**config.mk**
```make
export PLATFORM = sky130hd
export DESIGN_NAME = polynomial_multiplier_unit
export DESIGN_NICKNAME = d
export VERILOG_FILES = /design/src/rtl/pmul_pkg.sv /design/src/rtl/pmul_ram.sv /design/src/rtl/pmul_ctrl.sv /design/src/rtl/pmul_dp.sv /design/src/rtl/polynomial_multiplier_unit.sv
export SDC_FILE = /design/constraint.sdc
export NUM_CORES = 2
export LEC_CHECK = 0
export ABC_AREA = 1
export BUFFER_PORTS_ARGS = -buffer_cell sky130_fd_sc_hd__buf_2
export CELL_PAD_IN_SITES_DETAIL_PLACEMENT = 0
export CELL_PAD_IN_SITES_GLOBAL_PLACEMENT = 1
export CORE_MARGIN = 1.5
export CORE_UTILIZATION = 47
export CTS_CLUSTER_DIAMETER = 40
export CTS_CLUSTER_SIZE = 20
export DETAILED_ROUTE_END_ITERATION = 6
export PLACE_DENSITY = 0.77
export SETUP_SLACK_MARGIN = 0.5
export SLEW_MARGIN = 20
export SYNTH_ARGS = -nofsm -noshare
export SYNTH_HDL_FRONTEND = slang
export SYNTH_SLANG_ARGS = --single-unit
```
**constraint.sdc**
```tcl
create_clock -name clk -period 15.3 [get_ports clk]
set_clock_uncertainty 0.2 [all_clocks]
set_input_delay 3.06 -clock clk [delete_from_list [all_inputs] [get_ports clk]]
set_output_delay 3.06 -clock clk [all_outputs]
set_load 0.02 [all_outputs]
```
**src/rtl/pmul_pkg.sv**
```systemverilog
// Package for the polynomial multiplier: beat payload types, item mode codes,
// and the controller-to-datapath command bundle. No dependencies.
package pmul_pkg;

	localparam int MAX_TERMS_DEF = 32;

	// Item modes
	localparam logic [1:0] MODE_LOAD_A  = 2'd0;
	localparam logic [1:0] MODE_LOAD_B  = 2'd1;
	localparam logic [1:0] MODE_COMPUTE = 2'd2;

	typedef struct packed {
		logic [1:0]         mode;
		logic [4:0]         degree;
		logic signed [31:0] coefficient;
	} item_t;

	typedef struct packed {
		logic [5:0]         result_degree;
		logic signed [31:0] result_coefficient;
		logic               last;
	} result_t;

	// Tag riding with each multiply-accumulate through the datapath
	typedef struct packed {
		logic       first;   // first term of this output degree
		logic       last;    // last term of this output degree
		logic       fin;     // last term of the whole product
		logic [5:0] degree;
	} tag_t;

	// Controller command to the datapath
	typedef struct packed {
		logic issue;     // a term read is issued this cycle
		logic clr_ops;   // drop both operand stores after this issue
		tag_t tag;
	} ctl_t;

endpackage

```
**src/rtl/pmul_ram.sv**
```systemverilog
// Generic single-write, single-read RAM with registered read data.
// No dependencies.
module pmul_ram #(
	parameter int WIDTH = 32,
	parameter int DEPTH = 32
) (
	input  logic                     clk,
	input  logic                     we,
	input  logic [$clog2(DEPTH)-1:0] waddr,
	input  logic [WIDTH-1:0]         wdata,
	input  logic                     re,
	input  logic [$clog2(DEPTH)-1:0] raddr,
	output logic [WIDTH-1:0]         rdata
);

	logic [WIDTH-1:0] mem_q [DEPTH];

	always_ff @(posedge clk) begin
		if (we) begin
			mem_q[waddr] <= wdata;
		end
		if (re) begin
			rdata <= mem_q[raddr];
		end
	end

endmodule

```
**src/rtl/pmul_ctrl.sv**
```systemverilog
// Sequencer for the polynomial multiplier: walks output degree k and term i,
// issuing one multiply-accumulate per cycle while adv is high. Depends on pmul_pkg.
module pmul_ctrl #(
	parameter int MAX_TERMS = 32
) (
	input  logic                         clk,
	input  logic                         arst_n,
	input  logic                         start,
	input  logic                         adv,
	output logic                         busy,
	output pmul_pkg::ctl_t               ctl,
	output logic [$clog2(MAX_TERMS)-1:0] a_addr,
	output logic [$clog2(MAX_TERMS)-1:0] b_addr
);
	import pmul_pkg::*;

	localparam int AW = $clog2(MAX_TERMS);
	localparam logic [6:0] N_M1   = 7'(MAX_TERMS - 1);
	localparam logic [6:0] LAST_K = 7'(2 * MAX_TERMS - 2);

	typedef enum logic [1:0] {
		ST_IDLE = 2'b01,
		ST_RUN  = 2'b10
	} state_t;

	state_t        state_q;
	logic [5:0]    k_q;
	logic [AW-1:0] i_q;

	logic [6:0] k_w, i_w, k_nx, lo_cur, lo_nx, hi_cur, j_w;
	logic       first_term, last_term, fin;

	// Term bounds for the current and the next degree
	always_comb begin
		k_w        = {1'b0, k_q};
		i_w        = 7'(i_q);
		k_nx       = k_w + 7'd1;
		hi_cur     = (k_w >= N_M1) ? N_M1 : k_w;
		lo_cur     = (k_w > N_M1) ? (k_w - N_M1) : 7'd0;
		lo_nx      = (k_nx > N_M1) ? (k_nx - N_M1) : 7'd0;
		j_w        = k_w - i_w;
		first_term = (i_w == lo_cur);
		last_term  = (i_w == hi_cur);
		fin        = last_term && (k_w == LAST_K);
	end

	assign a_addr = i_q;
	assign b_addr = j_w[AW-1:0];
	assign busy   = (state_q != ST_IDLE);

	// Command out
	always_comb begin
		ctl.issue      = (state_q == ST_RUN);
		ctl.clr_ops    = (state_q == ST_RUN) && fin;
		ctl.tag.first  = first_term;
		ctl.tag.last   = last_term;
		ctl.tag.fin    = fin;
		ctl.tag.degree = k_q;
	end

	// State and counters
	always_ff @(posedge clk or negedge arst_n) begin
		if (!arst_n) begin
			state_q <= ST_IDLE;
			k_q     <= '0;
			i_q     <= '0;
		end else begin
			unique case (state_q)
				ST_IDLE: begin
					if (start) begin
						state_q <= ST_RUN;
						k_q     <= '0;
						i_q     <= '0;
					end
				end
				ST_RUN: begin
					if (adv) begin
						if (fin) begin
							state_q <= ST_IDLE;
						end else if (last_term) begin
							k_q <= k_nx[5:0];
							i_q <= lo_nx[AW-1:0];
						end else begin
							i_q <= i_q + AW'(1);
						end
					end
				end
				default: begin
					state_q <= ST_IDLE;
				end
			endcase
		end
	end

endmodule

```
**src/rtl/pmul_dp.sv**
```systemverilog
// Datapath for the polynomial multiplier: operand RAMs with valid bits, a
// shared multiplier, accumulator and the result register. Uses pmul_pkg, pmul_ram.
module pmul_dp #(
	parameter int MAX_TERMS = 32
) (
	input  logic                         clk,
	input  logic                         arst_n,
	input  logic                         load_a,
	input  logic                         load_b,
	input  logic [$clog2(MAX_TERMS)-1:0] load_addr,
	input  logic [31:0]                  load_data,
	input  pmul_pkg::ctl_t               ctl,
	input  logic [$clog2(MAX_TERMS)-1:0] a_addr,
	input  logic [$clog2(MAX_TERMS)-1:0] b_addr,
	output logic                         adv,
	output pmul_pkg::result_t            result,
	output logic                         result_valid,
	input  logic                         result_stall
);
	import pmul_pkg::*;

	logic                 rd_en;
	logic [31:0]          a_rd, b_rd;
	logic [MAX_TERMS-1:0] a_vld_q, b_vld_q;

	logic        v_s1, aok_s1, bok_s1;
	tag_t        tag_s1;
	logic        v_s2;
	tag_t        tag_s2;
	logic [31:0] prod_s2;
	logic [31:0] acc_q, sum;
	logic        rv_q;
	result_t     res_q;

	// Whole pipeline freezes when a finished sum meets a full, stalled result
	assign adv   = !(v_s2 && tag_s2.last && rv_q && result_stall);
	assign rd_en = ctl.issue && adv;

	pmul_ram #(.WIDTH(32), .DEPTH(MAX_TERMS)) u_ram_a (
		.clk   (clk),
		.we    (load_a),
		.waddr (load_addr),
		.wdata (load_data),
		.re    (rd_en),
		.raddr (a_addr),
		.rdata (a_rd)
	);

	pmul_ram #(.WIDTH(32), .DEPTH(MAX_TERMS)) u_ram_b (
		.clk   (clk),
		.we    (load_b),
		.waddr (load_addr),
		.wdata (load_data),
		.re    (rd_en),
		.raddr (b_addr),
		.rdata (b_rd)
	);

	// Operand valid bits: unwritten terms read as zero
	always_ff @(posedge clk or negedge arst_n) begin
		if (!arst_n) begin
			a_vld_q <= '0;
			b_vld_q <= '0;
		end else if (rd_en && ctl.clr_ops) begin
			a_vld_q <= '0;
			b_vld_q <= '0;
		end else begin
			if (load_a) a_vld_q[load_addr] <= 1'b1;
			if (load_b) b_vld_q[load_addr] <= 1'b1;
		end
	end

	// Stage 1: read data, tags
	always_ff @(posedge clk or negedge arst_n) begin
		if (!arst_n) begin
			v_s1 <= 1'b0;
		end else if (adv) begin
			v_s1 <= ctl.issue;
		end
	end

	always_ff @(posedge clk) begin
		if (rd_en) begin
			tag_s1 <= ctl.tag;
			aok_s1 <= a_vld_q[a_addr];
			bok_s1 <= b_vld_q[b_addr];
		end
	end

	// Stage 2: multiply, low 32 bits
	always_ff @(posedge clk or negedge arst_n) begin
		if (!arst_n) begin
			v_s2 <= 1'b0;
		end else if (adv) begin
			v_s2 <= v_s1;
		end
	end

	always_ff @(posedge clk) begin
		if (adv && v_s1) begin
			tag_s2  <= tag_s1;
			prod_s2 <= 32'((aok_s1 ? a_rd : 32'd0) * (bok_s1 ? b_rd : 32'd0));
		end
	end

	// Accumulate
	assign sum = tag_s2.first ? prod_s2 : (acc_q + prod_s2);

	always_ff @(posedge clk) begin
		if (adv && v_s2) begin
			acc_q <= sum;
		end
		if (adv && v_s2 && tag_s2.last) begin
			res_q.result_degree      <= tag_s2.degree;
			res_q.result_coefficient <= sum;
			res_q.last               <= tag_s2.fin;
		end
	end

	// Result register valid
	always_ff @(posedge clk or negedge arst_n) begin
		if (!arst_n) begin
			rv_q <= 1'b0;
		end else if (adv && v_s2 && tag_s2.last) begin
			rv_q <= 1'b1;
		end else if (!result_stall) begin
			rv_q <= 1'b0;
		end
	end

	assign result       = res_q;
	assign result_valid = rv_q;

endmodule

```
**src/rtl/polynomial_multiplier_unit.sv**
```systemverilog
// Top level of the polynomial multiplier: item decode, sequencer and datapath.
// Depends on pmul_pkg, pmul_ctrl, pmul_dp (and pmul_ram through pmul_dp).
//
// Usage:
//   Item channel (item, item_valid, item_stall): mode 0 and 1 beats load one
//   coefficient of the first or second operand at its degree; a degree of
//   MAX_TERMS or more, and mode 3, are dropped. A mode 2 beat multiplies the
//   operands and sends 2*MAX_TERMS-1 result beats (degree 0 upward, last set
//   on the final one), and clears both operands to zero when its last term
//   is read. Terms never loaded count as zero.
//   Result channel (result, result_valid, result_stall): one output register.
//   Compute runs one multiply-accumulate per cycle, unless the pipeline is
//   frozen, on a single shared multiplier: MAX_TERMS*MAX_TERMS terms issue
//   (1024 at 32 terms). Each degree's result_valid rises once its final term
//   has passed the read stage, the multiply stage and the accumulator into the
//   result register. item_stall is high while the sequencer issues terms; the
//   next item can be taken in the cycle after the last term issues.
//   When result_stall holds a finished coefficient back, the whole multiply
//   pipeline freezes and resumes without loss.
//   Reset (arst_n low) empties the pipeline and the result register and zeroes
//   both operands at once; no clearing pass is needed.
module polynomial_multiplier_unit #(
	parameter int MAX_TERMS = pmul_pkg::MAX_TERMS_DEF
) (
	input  logic              clk,
	input  logic              arst_n,
	input  pmul_pkg::item_t   item,
	input  logic              item_valid,
	output logic              item_stall,
	output pmul_pkg::result_t result,
	output logic              result_valid,
	input  logic              result_stall
);
	import pmul_pkg::*;

	localparam int AW = $clog2(MAX_TERMS);

	logic          accept, in_range, start, load_a, load_b, adv, busy;
	ctl_t          ctl;
	logic [AW-1:0] a_addr, b_addr;

	// Item decode
	assign item_stall = busy;
	assign accept     = item_valid && !item_stall;
	assign in_range   = ({1'b0, item.degree} < 6'(MAX_TERMS));
	assign load_a     = accept && (item.mode == MODE_LOAD_A) && in_range;
	assign load_b     = accept && (item.mode == MODE_LOAD_B) && in_range;
	assign start      = accept && (item.mode == MODE_COMPUTE);

	pmul_ctrl #(.MAX_TERMS(MAX_TERMS)) u_ctrl (
		.clk    (clk),
		.arst_n (arst_n),
		.start  (start),
		.adv    (adv),
		.busy   (busy),
		.ctl    (ctl),
		.a_addr (a_addr),
		.b_addr (b_addr)
	);

	pmul_dp #(.MAX_TERMS(MAX_TERMS)) u_dp (
		.clk          (clk),
		.arst_n       (arst_n),
		.load_a       (load_a),
		.load_b       (load_b),
		.load_addr    (item.degree[AW-1:0]),
		.load_data    (item.coefficient),
		.ctl          (ctl),
		.a_addr       (a_addr),
		.b_addr       (b_addr),
		.adv          (adv),
		.result       (result),
		.result_valid (result_valid),
		.result_stall (result_stall)
	);

endmodule

```
# [Word-level counts from Yosys, hierarchy flattened]
# Memory sizes are Yosys's and may differ from the RTL's. A register that Yosys moved wholly into a read port is not among the register bits.
# Index checks and enable logic that the tools add are counted.
[totals] ff_bits=203 ramBits=2048 word_cells=115 n_memories=2
[mem_list] name="u_dp.u_ram_a.mem_q" depth=32 width=32 read_ports=1 rd_ports_with_merged_regs=1 wr=1 line_no="pmul_ram.sv:16" rtl="logic [WIDTH-1:0] mem_q [DEPTH];"
[mem_list] name="u_dp.u_ram_b.mem_q" depth=32 width=32 read_ports=1 rd_ports_with_merged_regs=1 wr=1 line_no="pmul_ram.sv:16"
[classes] n_addsub=6 mul=1 magnitude_cmp=7 eq_ne=14 mux=36 n_bitwise=2 reduce_logical=24
[op_table] operator="$mux 32" count=7
[op_table] operator="$or 32x32->32" count=2
[op_table] operator="$add 32x32->32" count=1
[op_table] operator="$mul 32x32->32" count=1
[op_table] operator="$mux 6" count=5
[op_table] operator="$mux 5" count=5
[op_table] operator="$lt 5x6->1 const B" count=3
[op_table] operator="$logic_and 1x1->1" count=15
[op_table] operator="$eq 5x7->1" count=2
[op_table] operator="$pmux 6 s2" count=1
[op_table] operator="$bmux 1 s5" count=2
[op_table] operator="$pmux 5 s2" count=1
[op_table] operator="$mux 1" count=9
[op_table] operator="$ne 2x1->1 const B" count=4
[op_table] operator="$add 6x1->7 const B" count=1
[op_table] operator="$gt 7x5->1 const B" count=1
[op_table] operator="$mux 7" count=1
[op_table] operator="$sub 6x5->7 const B" count=1
[op_table] operator="$eq 6x6->1 const B" count=1
[op_table] operator="$ge 6x5->1 const B" count=1
[op_table] operator="$gt 6x5->1 const B" count=1
[op_table] operator="$mux 2" count=3
[op_table] operator="$ne 2x2->1 const B" count=3
[op_table] operator="$reduce_bool 2->1" count=3
[op_table] operator="13 further kinds" count=16

# [Depth between registers and ports, before layout]
[logic_depth] depth_word=7 ltp_mapped=37 ltp_nobuf=33

# [By module]
# Synthesis repeated with hierarchy kept, for this count alone.
[unflattened] cells_unflattened=10315 hier_area_um2=112162.6
[modules_own_cells] module="pmul_ram" instances=2 cells_per_inst=3536 area_per_inst_um2=42726.0 seq_area_each_um2=31710.4
[modules_own_cells] module="pmul_dp" instances=1 cells_per_inst=3019 area_per_inst_um2=25210.4 seq_area_each_um2=5370.2
[modules_own_cells] module="pmul_ctrl" instances=1 cells_per_inst=214 area_per_inst_um2=1460.2 seq_area_each_um2=326.6
[modules_own_cells] module="polynomial_multiplier_unit" instances=1 cells_per_inst=10 area_per_inst_um2=40.0 seq_area_each_um2=0.0

# [Worst setup path before layout]
# Ideal clock, no wire load.
[synth_path] kind="input to register" from="input result_stall" to="register u_ctrl.k_q[1]" arrival_ns=7.402 required_ns=14.974 setup_slack_ns=7.572 stages=9 path_cell_list="nand2_1 > nor2_1 > nor2_1 > inv_1 > nand2_1 > nand3_2 > buf_4 > nand2_1 > o21ai_0"
[synth_via] elab_chain_len=3
[synth_rtl] element="start: declaration" line_no="polynomial_multiplier_unit.sv:32" rtl="input logic result_stall"
[synth_rtl] element="$logic_and 1x1->1" line_no="pmul_dp.sv:36" rtl="assign adv = !(v_s2 && tag_s2.last && rv_q && result_stall);"
[synth_rtl] element="$ne 2x2->1 (no source line)"
[synth_rtl] element="$reduce_and 5->1 (no source line)"
[synth_rtl] element="end signal: assignment" line_no="pmul_ctrl.sv:81" rtl="k_q <= k_nx[5:0];"
[synth_rtl] element="end: declaration" line_no="pmul_ctrl.sv:27" rtl="logic [5:0] k_q;"
# Every way passes these cells.
# A chain may end at the register's enable or synchronous reset.

# [Worst setup path after layout]
[layout_path] from="register u_dp.aok_s1" to="register u_dp.prod_s2[30] (data pin)"
[layout_via] elab_chain_len=2
[layout_rtl] element="start: declaration" line_no="pmul_dp.sv:26" rtl="logic v_s1, aok_s1, bok_s1;"
[layout_rtl] element="start signal: assignment" line_no="pmul_dp.sv:85" rtl="aok_s1 <= a_vld_q[a_addr];"
[layout_rtl] element="$mux 32" line_no="pmul_dp.sv:102" rtl="prod_s2 <= 32'((aok_s1 ? a_rd : 32'd0) * (bok_s1 ? b_rd : 32'd0));"
[layout_rtl] element="$mul 32x32->32" line_no="pmul_dp.sv:102"
[layout_rtl] element="end signal: assignment" line_no="pmul_dp.sv:102"
[layout_rtl] element="end: declaration" line_no="pmul_dp.sv:30" rtl="logic [31:0] prod_s2;"
# Every way passes these cells.

==> impl_metrics.json <==
{
  "outcome": "finished with violations",
  "clk-insertion-delay-late_ns": 0.96,
  "yosysMostFrequentCell": "edfxtp_1",
  "r2r_cells": 23,
  "start_util_pct": 47.3,
  "grt_pass1_vias": 71700,
  "area_growth_pct": 13.5,
  "synth_fp_nets": 9582,
  "ctsHoldBuffers": 0,
  "fmax_ghz": 0.123,
  "ff_latch_area_um2": 69100,
  "ys.warnings.count": 0,
  "remaining_drc_errors": 3,
  "yosys-top-cells-area": "edfxtp_1, fa_1, o21ai_0, nor2_1, nand2_1",
  "grt_use_met1_pct": 37.5,
  "slew_headroom_pct": 29.3,
  "hpwl_mm": 176,
  "rows": 175,
  "die_x_um": 482,
  "holdPathStages": 0,
  "multi_input_area_um2": 34400,
  "final-setup-viol-count": 0,
  "p_per_area_nw_per_um2": 150,
  "synthArstFlopShare_pct": 3.46,
  "syn_inst": 8966,
  "grt_max_degree": 229,
  "clk_pin_slew_worst_paths_ns": 0.06,
  "synth_top_area_share_pct": 62.3,
  "crit_required_ns": 15.72,
  "r2r_slack_ns": 7.15,
  "yosysTopAreaCell": "edfxtp_1",
  "dpl-instance-area_um2": 112000,
  "fin_cells": 12300,
  "drv_cap": 0,
  "start_kind": "flop",
  "fin_setup_tns_ns": 0,
  "grt_pass1_wl_mm": 466,
  "grt_most_used_layer": "met2",
  "ys_ff_latch": 2315,
  "worstMarginPinSlew_ns": 1.06,
  "dieArea_um2": 232000,
  "worst_setup_path_end_kind": "flop",
  "ir_drop_mv": 0.138,
  "cts_setup_buffers": 0,
  "io_buffer_count": 83,
  "fin_crit_ns": 8.15,
  "num_io_pins": 84,
  "grt_remaining_overflow": 0,
  "finish.utilization_pct": 53.7,
  "drive_above_1_share_pct": 11.2,
  "ys_seq_area_share_pct": 64.2,
  "avgSynthCellArea_um2": 12.0,
  "detail-route-antenna-nets": 0,
  "p_leak_nw": 43.9,
  "fin_area_um2": 122000,
  "whs_ns": 0.218,
  "globalRouteMet3Util_pct": 4.74,
  "grt_usage_pct": 27.1,
  "antenna_found_initial": 17,
  "firstDrtPassIters": 7,
  "slew_viol_final": 0,
  "place.gp.congestion": 0.896,
  "cts.htree.levels": 5,
  "ctsResizeCount": 0,
  "die_y_um": 482,
  "cts.sinks": 2315,
  "crit-reg2reg-launch": "u_dp.aok_s1",
  "synth_edf_count": 2235,
  "critPathMaxFanout": 34,
  "whs_endpoint": "u_dp.tag_s2[8]",
  "root_buffer": "clkbuf_16",
  "ys_types": 55,
  "grt_setup_unrepaired": "false",
  "routed_wl_mm": 318,
  "ys.flop_type": "edfxtp_1",
  "synthTopCellsByCount": "edfxtp_1, nor2_1, o21ai_0, nand2_1, inv_1",
  "cts_buffer_depth": 4,
  "critPathKind": "flop to flop",
  "rr_endpoint": "u_dp.prod_s2[30]",
  "coreArea_um2": 228000,
  "routedWlPerCell_um": 25.9,
  "arrival_ns": 8.58,
  "hold_viol_final": 0,
  "num-nets-final": 9620,
  "dpl.cell_count": 11700,
  "vias": 73000,
  "worstHoldPathType": "flop to flop",
  "drtIter0Drc": 8400,
  "fill_cells": 18900,
  "numCtsBuffers": 314,
  "grt_util_met2_pct": 43.8,
  "cts_tree": "built",
  "post-route-period-util_pct": 53.3,
  "netlist_area_um2": 108000,
  "avgViaCountPerCell": 5.95,
  "hold_start": "u_dp.tag_s1[8]",
  "violations": "DRC"
}
-- where the power goes --
group | switching [mW] | internal [mW] | leakage (nW)
logic | 2.55 | 1.27 | 17.6
clock network | 2.92 | 4.39 | 5.13
registers | 0.0795 | 7.19 | 21.2
total | 5.54 | 12.9 | 43.9
-- kinds of logic (layout without fill, tap and decap cells) --
group           after synthesis  after routing  share of synthesized area (%)
flops                      2315           2315                           64.2
fa+ha+maj                   573            573                           9.51
compound gates             2065           2065                           11.2
simple gates               2744           2744                           10.2
other cells                   0             10                              0
buf+inv                    1206           1486                           4.42
xor+xnor                     63             63                          0.512
-- area by class of cell --
cell class | instances | share of cell area, %
Clock inverter | 217 | 1.97
Antenna cell | 10 | 0.0205
Inverter | 675 | 2.11
Timing Repair Buffer | 253 | 1.50
Tap cell | 3009 | 3.08
Clock buffer | 341 | 6.69
Sequential cell | 2315 | 56.5
Multi-Input combinational cell | 5445 | 28.1
-- cells in the final DEF, fill, tap and decap left out, types with 28 or more instances in the layout --
cell       netlist  layout
xor2_1          42      40
inv_6            1      54
fa_1           410     409
ha_1           163     162
clkbuf_16        0     323
nand2_1        766     766
buf_4            7     162
o21ai_2         60      60
o221ai_1       260     260
edfxtp_1      2235    2235
clkinv_4         0      28
clkinv_2         0      29
o21ai_0       1225    1225
dfrtp_1         79      75
buf_2           67      81
nand3_1        219     219
nor2_1        1613    1554
inv_2           71      74
nor3_1          48      43
a21oi_1        117     116
and3_1          31      31
a31oi_1         37      37
o22ai_1        310     310
nor2_4           3      62
inv_1          596     588
-- through the flow --
stage	power, mW	setup WS, ns
after floorplan	9.96	7.57
after global placement	11.2	7.29
after detailed placement	11.2	7.19
after CTS	18.5	7.15
after global routing	19.2	6.77
final	18.4	7.15
-- critical path, cell delays in order, from the launching register on --
cell      delay [ns]
edfxtp_1        0.32
buf_4           0.37
nand2_1         0.54
inv_1           0.44
nand2_1         0.15
fa_1            0.43
inv_1           0.07
fa_1            0.43
fa_1            0.52
inv_1           0.05
fa_1            0.47
inv_1           0.05
fa_1            0.49
fa_1            0.58
fa_1            0.45
fa_1            0.45
ha_1            0.37
nand2_1         0.14
nor4_1          0.43
nand4_1         0.18
nand3_1         0.19
a21oi_1         0.18
o21ai_0         0.24
xor2_1          0.09
-- routing by layer --
| metal | vias to the layer above | part of all wire, % |
|---|---|---|
| met1 | 36900 | 40 |
| met3 | 545 | 9.2 |
| met4 | 0 | 3.0 |
| met5 | - | 0 |
| li1 | 32000 | - |
| met2 | 3551 | 48 |
-- worst max path at each step --
stage / from / end / depth (start not counted)
after global placement: u_dp.bok_s1 / u_dp.prod_s2[31] / 27
after detailed placement: u_dp.aok_s1 / u_dp.prod_s2[30] / 23
final: u_dp.aok_s1 / u_dp.prod_s2[30] / 23
after global routing: u_dp.aok_s1 / u_dp.prod_s2[28] / 23
after floorplan: result_stall / u_ctrl.k_q[1] / 9
after CTS: u_dp.aok_s1 / u_dp.prod_s2[30] / 23
(Power assumes the default switching activity.)
